### config.mk
export PLATFORM = sky130hd
export DESIGN_NAME = motor_plausibility_monitor
export DESIGN_NICKNAME = d
export VERILOG_FILES = /design/src/sv/mpm_pkg.sv /design/src/sv/motor_plausibility_monitor.sv
export SDC_FILE = /design/constraint.sdc
export NUM_CORES = 1
export LEC_CHECK = 0
export BUFFER_PORTS_ARGS = -buffer_cell sky130_fd_sc_hd__clkbuf_2
export CORE_ASPECT_RATIO = 1.5
export CORE_MARGIN = 4
export CORE_UTILIZATION = 40
export CTS_BUF_LIST = sky130_fd_sc_hd__clkbuf_4
export DETAILED_ROUTE_END_ITERATION = 6
export SYNTH_ARGS = -nofsm -noshare
export SYNTH_HDL_FRONTEND = slang
export SYNTH_SLANG_ARGS = --single-unit
export TNS_END_PERCENT = 100
### constraint.sdc
create_clock -name i_clk -period 10 [get_ports i_clk]
set_clock_uncertainty 0.05 [all_clocks]
set_input_delay 2 -clock i_clk [delete_from_list [all_inputs] [get_ports i_clk]]
set_output_delay 2 -clock i_clk [all_outputs]
set_load 0.1 [all_outputs]
### src/sv/mpm_pkg.sv
`default_nettype none

package mpm_pkg;

    // Width of the internal time base; now_ms is truncated or zero-extended to it.
    localparam int TIME_WIDTH = 32;

    typedef logic [TIME_WIDTH-1:0] t_time;

    // door motion codes
    localparam logic [1:0] MOTION_IDLE    = 2'd0;
    localparam logic [1:0] MOTION_OPENING = 2'd1;
    localparam logic [1:0] MOTION_CLOSING = 2'd2;

    // result action codes
    localparam logic [2:0] ACT_NONE       = 3'd0;
    localparam logic [2:0] ACT_NO_CURRENT = 3'd1;
    localparam logic [2:0] ACT_NO_PULSES  = 3'd2;
    localparam logic [2:0] ACT_OPEN_END   = 3'd3;
    localparam logic [2:0] ACT_CLOSED_END = 3'd4;

    // configuration register indexes
    localparam logic [2:0] CFG_MIN_CURRENT  = 3'd0;
    localparam logic [2:0] CFG_ZC_TIMEOUT   = 3'd1;
    localparam logic [2:0] CFG_ENC_TIMEOUT  = 3'd2;
    localparam logic [2:0] CFG_MIN_PULSES   = 3'd3;
    localparam logic [2:0] CFG_CHECK_PERIOD = 3'd4;
    localparam logic [2:0] CFG_BLANKING     = 3'd5;

    typedef struct packed {
        logic [31:0]        now_ms;
        logic [1:0]         door_motion;
        logic [15:0]        current_ma;
        logic signed [31:0] encoder_count;
        logic               encoder_enabled;
        logic               near_open;
        logic               near_closed;
    } t_sample;

    typedef struct packed {
        logic [2:0] action;
        logic       checked;
    } t_result;

endpackage

`default_nettype wire

### src/sv/motor_plausibility_monitor.sv
`default_nettype none

// Channel  | Dir | Signals                              | Request
// ---------+-----+--------------------------------------+-----------------------
// sample   | in  | i_in_valid, o_in_stall, i_in         | one sensor sample
// result   | out | o_out_valid, i_out_stall, o_out      | action + checked flag
// config   | in  | i_cfg_we, i_cfg_idx, i_cfg_data      | 16-bit register write
//
// Two register stages: input register, then result register. The check logic
// between them is a handful of wrapping subtracts and compares, so one request
// is taken each cycle without a result-side stall; o_out_valid is registered.
// Synchronous active-low reset restores the default thresholds and clears all
// supervision state. A stall on the result side holds the result register and,
// through the input register, backs up into o_in_stall in the same cycle.

module motor_plausibility_monitor (
    input  wire logic               i_clk,
    input  wire logic               i_rst_n,
    input  wire logic               i_in_valid,
    output logic                    o_in_stall,
    input  wire mpm_pkg::t_sample   i_in,
    output logic                    o_out_valid,
    input  wire logic               i_out_stall,
    output mpm_pkg::t_result        o_out,
    input  wire logic               i_cfg_we,
    input  wire logic [2:0]         i_cfg_idx,
    input  wire logic [15:0]        i_cfg_data
);

    // configuration
    logic [15:0] r_min_current;
    logic [15:0] r_zc_timeout;
    logic [15:0] r_enc_timeout;
    logic [15:0] r_min_pulses;
    logic [15:0] r_check_period;
    logic [15:0] r_blanking;

    // pipeline
    logic              r_in_valid;
    mpm_pkg::t_sample  r_in;
    logic              r_out_valid;
    mpm_pkg::t_result  r_out;
    logic              adv;

    // supervision state
    mpm_pkg::t_time r_last_check;
    logic [31:0]    r_prev_count;
    mpm_pkg::t_time r_zc_start;
    logic           r_zc_active;
    mpm_pkg::t_time r_pw_start;
    logic           r_pw_active;
    logic [31:0]    r_pw_total;
    mpm_pkg::t_time r_ms_start;
    logic           r_ms_valid;

    mpm_pkg::t_time   n_last_check;
    logic [31:0]      n_prev_count;
    mpm_pkg::t_time   n_zc_start;
    logic             n_zc_active;
    mpm_pkg::t_time   n_pw_start;
    logic             n_pw_active;
    logic [31:0]      n_pw_total;
    mpm_pkg::t_time   n_ms_start;
    logic             n_ms_valid;
    mpm_pkg::t_result n_out;

    // combinational helpers
    mpm_pkg::t_time now;
    mpm_pkg::t_time ms_eff;
    mpm_pkg::t_time zc_eff;
    mpm_pkg::t_time pw_eff;
    logic           moving;
    logic           low_current;
    logic [31:0]    enc;
    logic [31:0]    step;
    logic [31:0]    mag;
    logic [31:0]    total_base;
    logic [32:0]    total_sum;
    logic [31:0]    total_new;

    // the result register frees when empty or taken
    assign adv         = !r_out_valid || !i_out_stall;
    assign o_in_stall  = r_in_valid && !adv;
    assign o_out_valid = r_out_valid;
    assign o_out       = r_out;

    always_ff @(posedge i_clk) begin
        if (!i_rst_n) begin
            r_min_current  <= 16'd150;
            r_zc_timeout   <= 16'd800;
            r_enc_timeout  <= 16'd700;
            r_min_pulses   <= 16'd2;
            r_check_period <= 16'd50;
            r_blanking     <= 16'd500;
        end else if (i_cfg_we) begin
            unique case (i_cfg_idx)
                mpm_pkg::CFG_MIN_CURRENT:  r_min_current  <= i_cfg_data;
                mpm_pkg::CFG_ZC_TIMEOUT:   r_zc_timeout   <= i_cfg_data;
                mpm_pkg::CFG_ENC_TIMEOUT:  r_enc_timeout  <= i_cfg_data;
                mpm_pkg::CFG_MIN_PULSES:   r_min_pulses   <= i_cfg_data;
                mpm_pkg::CFG_CHECK_PERIOD: r_check_period <= i_cfg_data;
                mpm_pkg::CFG_BLANKING:     r_blanking     <= i_cfg_data;
                default: ;
            endcase
        end
    end

    // input register
    always_ff @(posedge i_clk) begin
        if (!i_rst_n) begin
            r_in_valid <= 1'b0;
        end else if (!o_in_stall) begin
            r_in_valid <= i_in_valid;
        end
    end

    always_ff @(posedge i_clk) begin
        if (i_in_valid && !o_in_stall) begin
            r_in <= i_in;
        end
    end

    // check logic on the registered sample
    always_comb begin
        now         = mpm_pkg::t_time'(r_in.now_ms);
        enc         = r_in.encoder_count;
        moving      = (r_in.door_motion == mpm_pkg::MOTION_OPENING) ||
                      (r_in.door_motion == mpm_pkg::MOTION_CLOSING);
        low_current = r_in.current_ma <= r_min_current;

        ms_eff = r_ms_valid  ? r_ms_start : now;
        zc_eff = r_zc_active ? r_zc_start : now;
        pw_eff = r_pw_active ? r_pw_start : now;

        // signed step magnitude, 2^31 fits unsigned
        step       = enc - r_prev_count;
        mag        = step[31] ? (32'd0 - step) : step;
        total_base = r_pw_active ? r_pw_total : 32'd0;
        total_sum  = {1'b0, total_base} + {1'b0, mag};
        total_new  = total_sum[32] ? 32'hFFFF_FFFF : total_sum[31:0];

        n_last_check = r_last_check;
        n_prev_count = r_prev_count;
        n_zc_start   = r_zc_start;
        n_zc_active  = r_zc_active;
        n_pw_start   = r_pw_start;
        n_pw_active  = r_pw_active;
        n_pw_total   = r_pw_total;
        n_ms_start   = r_ms_start;
        n_ms_valid   = r_ms_valid;
        n_out.action  = mpm_pkg::ACT_NONE;
        n_out.checked = 1'b0;

        if ((now - r_last_check) >= mpm_pkg::t_time'(r_check_period)) begin
            n_last_check  = now;
            n_out.checked = 1'b1;
            n_prev_count  = enc;   // every evaluated path leaves the count here

            if (!moving) begin
                n_zc_active = 1'b0;
                n_zc_start  = '0;
                n_pw_active = 1'b0;
                n_pw_start  = '0;
                n_pw_total  = '0;
                n_ms_valid  = 1'b0;
                n_ms_start  = '0;
            end else begin
                n_ms_start = ms_eff;
                n_ms_valid = 1'b1;

                if (low_current) begin
                    // zero-current check past blanking
                    if ((now - ms_eff) > mpm_pkg::t_time'(r_blanking)) begin
                        n_zc_start  = zc_eff;
                        n_zc_active = 1'b1;
                        if ((now - zc_eff) >= mpm_pkg::t_time'(r_zc_timeout)) begin
                            n_out.action = mpm_pkg::ACT_NO_CURRENT;
                            n_zc_active  = 1'b0;
                            n_zc_start   = '0;
                            n_pw_active  = 1'b0;
                            n_pw_start   = '0;
                            n_pw_total   = '0;
                        end
                    end
                end else begin
                    n_zc_active = 1'b0;
                    n_zc_start  = '0;
                    if (r_in.encoder_enabled) begin
                        if (total_new >= {16'd0, r_min_pulses}) begin
                            n_pw_active = 1'b0;
                            n_pw_start  = '0;
                            n_pw_total  = '0;
                        end else if ((now - pw_eff) >=
                                     mpm_pkg::t_time'(r_enc_timeout)) begin
                            if (r_in.door_motion == mpm_pkg::MOTION_OPENING &&
                                r_in.near_open) begin
                                n_out.action = mpm_pkg::ACT_OPEN_END;
                            end else if (r_in.door_motion == mpm_pkg::MOTION_CLOSING &&
                                         r_in.near_closed) begin
                                n_out.action = mpm_pkg::ACT_CLOSED_END;
                            end else begin
                                n_out.action = mpm_pkg::ACT_NO_PULSES;
                            end
                            n_pw_active = 1'b0;
                            n_pw_start  = '0;
                            n_pw_total  = '0;
                        end else begin
                            n_pw_active = 1'b1;
                            n_pw_start  = pw_eff;
                            n_pw_total  = total_new;
                        end
                    end
                end
            end
        end
    end

    // state and result register
    always_ff @(posedge i_clk) begin
        if (!i_rst_n) begin
            r_out_valid  <= 1'b0;
            r_last_check <= '0;
            r_prev_count <= '0;
            r_zc_start   <= '0;
            r_zc_active  <= 1'b0;
            r_pw_start   <= '0;
            r_pw_active  <= 1'b0;
            r_pw_total   <= '0;
            r_ms_start   <= '0;
            r_ms_valid   <= 1'b0;
        end else if (adv) begin
            r_out_valid <= r_in_valid;
            if (r_in_valid) begin
                r_last_check <= n_last_check;
                r_prev_count <= n_prev_count;
                r_zc_start   <= n_zc_start;
                r_zc_active  <= n_zc_active;
                r_pw_start   <= n_pw_start;
                r_pw_active  <= n_pw_active;
                r_pw_total   <= n_pw_total;
                r_ms_start   <= n_ms_start;
                r_ms_valid   <= n_ms_valid;
            end
        end
    end

    always_ff @(posedge i_clk) begin
        if (adv && r_in_valid) begin
            r_out <= n_out;
        end
    end

    // any reported action comes from an evaluated sample
    a_action_checked: assert property (@(posedge i_clk) disable iff (!i_rst_n)
        r_out_valid && (r_out.action != mpm_pkg::ACT_NONE) |-> r_out.checked)
        else $error("action reported on an unchecked sample");

    a_action_range: assert property (@(posedge i_clk) disable iff (!i_rst_n)
        r_out_valid |-> (r_out.action <= mpm_pkg::ACT_CLOSED_END))
        else $error("action code out of range");

    // back-pressure only when the input register holds a request
    a_stall_holds: assert property (@(posedge i_clk) disable iff (!i_rst_n)
        o_in_stall |-> r_in_valid && r_out_valid)
        else $error("input stalled with free pipeline");

    // inactive markers always carry a cleared start time
    a_zc_cleared: assert property (@(posedge i_clk) disable iff (!i_rst_n)
        !r_zc_active |-> (r_zc_start == '0))
        else $error("zero-current start left set while inactive");

    a_pw_cleared: assert property (@(posedge i_clk) disable iff (!i_rst_n)
        !r_pw_active |-> (r_pw_start == '0) && (r_pw_total == '0))
        else $error("pulse window left set while inactive");

endmodule

`default_nettype wire

==> results by group <==
Critical path
  • Most frequent CP cell: buf_4
  • Worst Setup End Kind: flip-flop
  • Reg2Reg Depth: 41
  • R2R setup slack: 0.74 ns
  • Stages on worst setup path: 41
  • Reg2Reg Capture Point: o_out[1]
  • CP Data Arrival Time: 9.93 ns
  • Critical path buffers and inverters: 6
  • R2R Path Start: enc[0]
  • Delay of the slowest critical-path stage: 0.53 ns
  • Startpoint types: flip-flop
  • Critical path class: reg -> reg
  • Crit-path slowest cell: or4_1
  • Worst-path fanout max: 11
  • Delay-heaviest family, CP: compound AO/OA/AOI/OAI gates
  • Worst endpoint required time: 10.67 ns

Pwr
  • Internal: 0.00304 W
  • Leakage: 12.5 nW
  • Sw Share: 0.365
  • Comb pwr share: 0.343
  • Peak VDD IR: 0.108 mV
  • Reg power frac: 0.350
  • Clk pwr share: 0.307
  • Sw Pwr: 0.00175 W
  • Power Density: 151 mW/mm^2

Clocking
  • CTS tree: done
  • CTS Buf Count: 99
  • Clock transition at the registers of the reported paths: 0.06 ns
  • CTS sink cnt: 382
  • Worst-Skew Late Latency: 0.93 ns
  • Clk buf depth: 3
  • H-tree Lvls: 3
  • Root Buffer Master: clkbuf_4
  • CTS Hold Bufs: 0

Drt
  • Routed vias: 26000
  • Residual DRC: 0
  • Routed vias/inst: 5.64
  • Initial drt markers: 1251
  • Detailed Routing Iterations Pass 1: 5
  • Routed len/inst: 19.0 um
  • Final wirelength: 87900 um
  • Detail Route Antenna Nets: 0

Finish
  • Footprint of the multi-input gates: 0.0190 sq mm
  • Layout cells sized above 1: 0.100
  • Fin area: 0.0318 sq mm
  • Most common cell after layout, fill and taps aside: nand2_1
  • Commonest cells after routing, fill and taps aside: nand2_1, a21oi_1, dfxtp_1, ha_1, inv_1
  • Reg area: 0.00854 sq mm
  • Fillers: 7315
  • Final core utilization: 0.445
  • Final Net Count: 4019
  • Synth-to-layout area growth: 10.0%

Min path
  • Hold path start: r_pw_total[21]
  • Hold Crit Class: reg -> reg
  • Worst Hold Depth: 1
  • Hold Crit Endpoint: r_pw_total[21]

Placement
  • GPL Wtd Cong: 0.939
  • Port bufs: 114
  • Hpwl dp: 67600 um
  • DP Area: 0.0303 sq mm

Logic synthesis
  • Post-synth EDFFs: 89
  • Mean Syn Cell Area: 8.21 sq um
  • Synthesized flop and latch total: 382
  • Async S/R FF share, synth: 0
  • Synth unique cells: 86
  • Synthesized area: 0.0289 sq mm
  • Register area share after synthesis: 0.295
  • Yosys Warn Count: 0
  • Mapped Cells: 3519
  • Synth Net Count: 3920
  • Ys flop type: dfxtp_1

Die
  • Die Span X: 227 um
  • IO Pins: 115
  • Total die area: 0.0767 sq mm
  • Die height: 337 um
  • Core footprint: 0.0715 sq mm
  • Row Count: 120
  • Initial core utilization: 0.404

Global routing
  • Global-route wire length before repair: 137000 um
  • Number of global-route vias before repair: 26100
  • Gr ovfl total: 0
  • Total GRT Usage: 0.224
  • Pin count of the biggest net entering global routing: 82
  • Antenna violations before repair: 2

Timing
  • Period utilization: 0.926
  • Upper clock frequency limit: 108 MHz
  • Worst slew pin tran: 0.928 ns
  • # setup viols final: 0
  • Max Slew Vio Count: 0
  • Hold Vio Cnt, Final: 0
  • Final worst path period need: 9.26 ns
  • WHS: 0.398 ns
  • RSZ-0062 raised after global routing: no
  • Rel. slew slack: 0.380

Run
  • Max Cap Violations: 0

Run status
  • Outcome: complete, no violations
-- synth_stat cells (10+ instances only) --
cell type,n,area share
a2111oi_0,13,0.0039
a211o_1,10,0.0030
a211oi_1,31,0.0081
a21boi_0,85,0.022
a21o_1,71,0.018
a21oi_1,298,0.052
a221oi_1,12,0.0036
a22o_1,18,0.0055
a31oi_1,34,0.0074
and2_1,65,0.014
and3_1,28,0.0061
and4_1,11,0.0033
buf_1,15,0.0019
buf_2,17,0.0029
clkbuf_1,121,0.016
dfxtp_1,293,0.20
edfxtp_1,89,0.092
ha_1,286,0.12
inv_1,241,0.031
mux2i_1,136,0.047
nand2_1,378,0.049
nand2b_1,25,0.0054
nand3_1,63,0.011
nand3b_1,12,0.0031
nand4_1,56,0.012
nor2_1,231,0.030
nor2b_1,133,0.029
nor3_1,50,0.0087
nor3b_1,11,0.0029
nor4_1,29,0.0063
o211ai_1,53,0.014
o21a_1,45,0.012
o21ai_0,143,0.025
o21bai_1,18,0.0047
o221ai_1,10,0.0030
o2bb2ai_1,66,0.020
o31ai_1,19,0.0049
or3_1,16,0.0035
xnor2_1,102,0.031
xor2_1,59,0.018
-- layer usage --
metal	vias to the layer above	global-route usage	share of wire	wire, um
met5	-	0	0	0
met2	582	0.438	0.54	47200
li1	12900	-	-	-
met3	259	0.0295	0.034	3030
met4	0	0.118	0.056	4890
met1	12200	0.228	0.37	32800
-- how the worst max path moves through the flow --
stage / slack (ns) / to / startpoint
finish: 0.74 / o_out[1] / enc[0]
global route: 0.009 / o_out[1] / enc[0]
CTS: 0.03 / o_out[1] / enc[0]
detailed placement: -0.007 / o_out[1] / enc[8]
global placement: 0.26 / o_out[1] / enc[0]
floorplan: 1.18 / o_out[1] / enc[0]
-- layout make-up --
class	instances	area share
clock buffers	153	0.0361
repair buffers	155	0.0278
diodes	3	0.000236
multi-input cells	2739	0.596
inverters	241	0.0285
flip-flops and latches	382	0.269
well taps	915	0.0360
clock inverters	30	0.00653
-- metrics by stage --
stage	total power, W	TNS [ns]	worst slack, ns	cells
6_report	0.00479	0	0.737	4618
5_1_grt	0.00511	0	0.00945	4618
4_1_cts	0.00483	0	0.0328	4614
3_5_place_dp	0.00332	-0.00681	-0.00681	4430
3_3_place_gp	0.00332	0	0.265	4430
2_1_floorplan	0.00288	0	1.18	3519
-- worst reg2reg max path, delay by kind of cell (launching register included) --
| kind | cells | cell delay, ns |
|---|---|---|
| compound gates | 19 | 3.84 |
| simple gates | 10 | 2.52 |
| fa+ha+maj | 4 | 1.18 |
| buf+inv | 6 | 0.86 |
| flops | 1 | 0.38 |
| xor+xnor | 2 | 0.23 |
-- power by group through the flow --
stage	registers, W	logic, W	clock network (W)
floorplan	0.00169	0.00119	0
global placement	0.00171	0.00161	0
detailed placement	0.00171	0.00161	0
CTS	0.00168	0.00162	0.00153
global route	0.00168	0.00182	0.00161
finish	0.00168	0.00164	0.00147
-- registers in the layout, summed over array words and instances, names as in the netlist, 4 cells and up --
register,flops
enc,32
now,32
o_out,4
r_blanking,16
r_check_period,16
r_enc_timeout,16
r_in,21
r_last_check,32
r_min_current,16
r_min_pulses,16
r_ms_start,32
r_prev_count,32
r_pw_start,32
r_pw_total,32
r_zc_start,32
r_zc_timeout,16
-- logic make-up (layout without fill, tap and decap cells) --
group           after synthesis  in the layout  synth area share
simple gates               1139           1139             0.193
other cells                   0              3                 0
flops                       382            382             0.295
xor+xnor                    161            161            0.0488
buf+inv                     398            579            0.0531
mux                         140            140            0.0487
fa+ha+maj                   292            292             0.128
compound gates             1007           1007             0.233
-- what timing repair did --
action	4_1_cts	5_1_grt
gates cloned	0	0
endpoints found under the setup margin	1	52
setup buffers	1	1
resized for setup	1	28
pin swaps	1	5
Note: power is estimated with default switching activity, not from simulation.
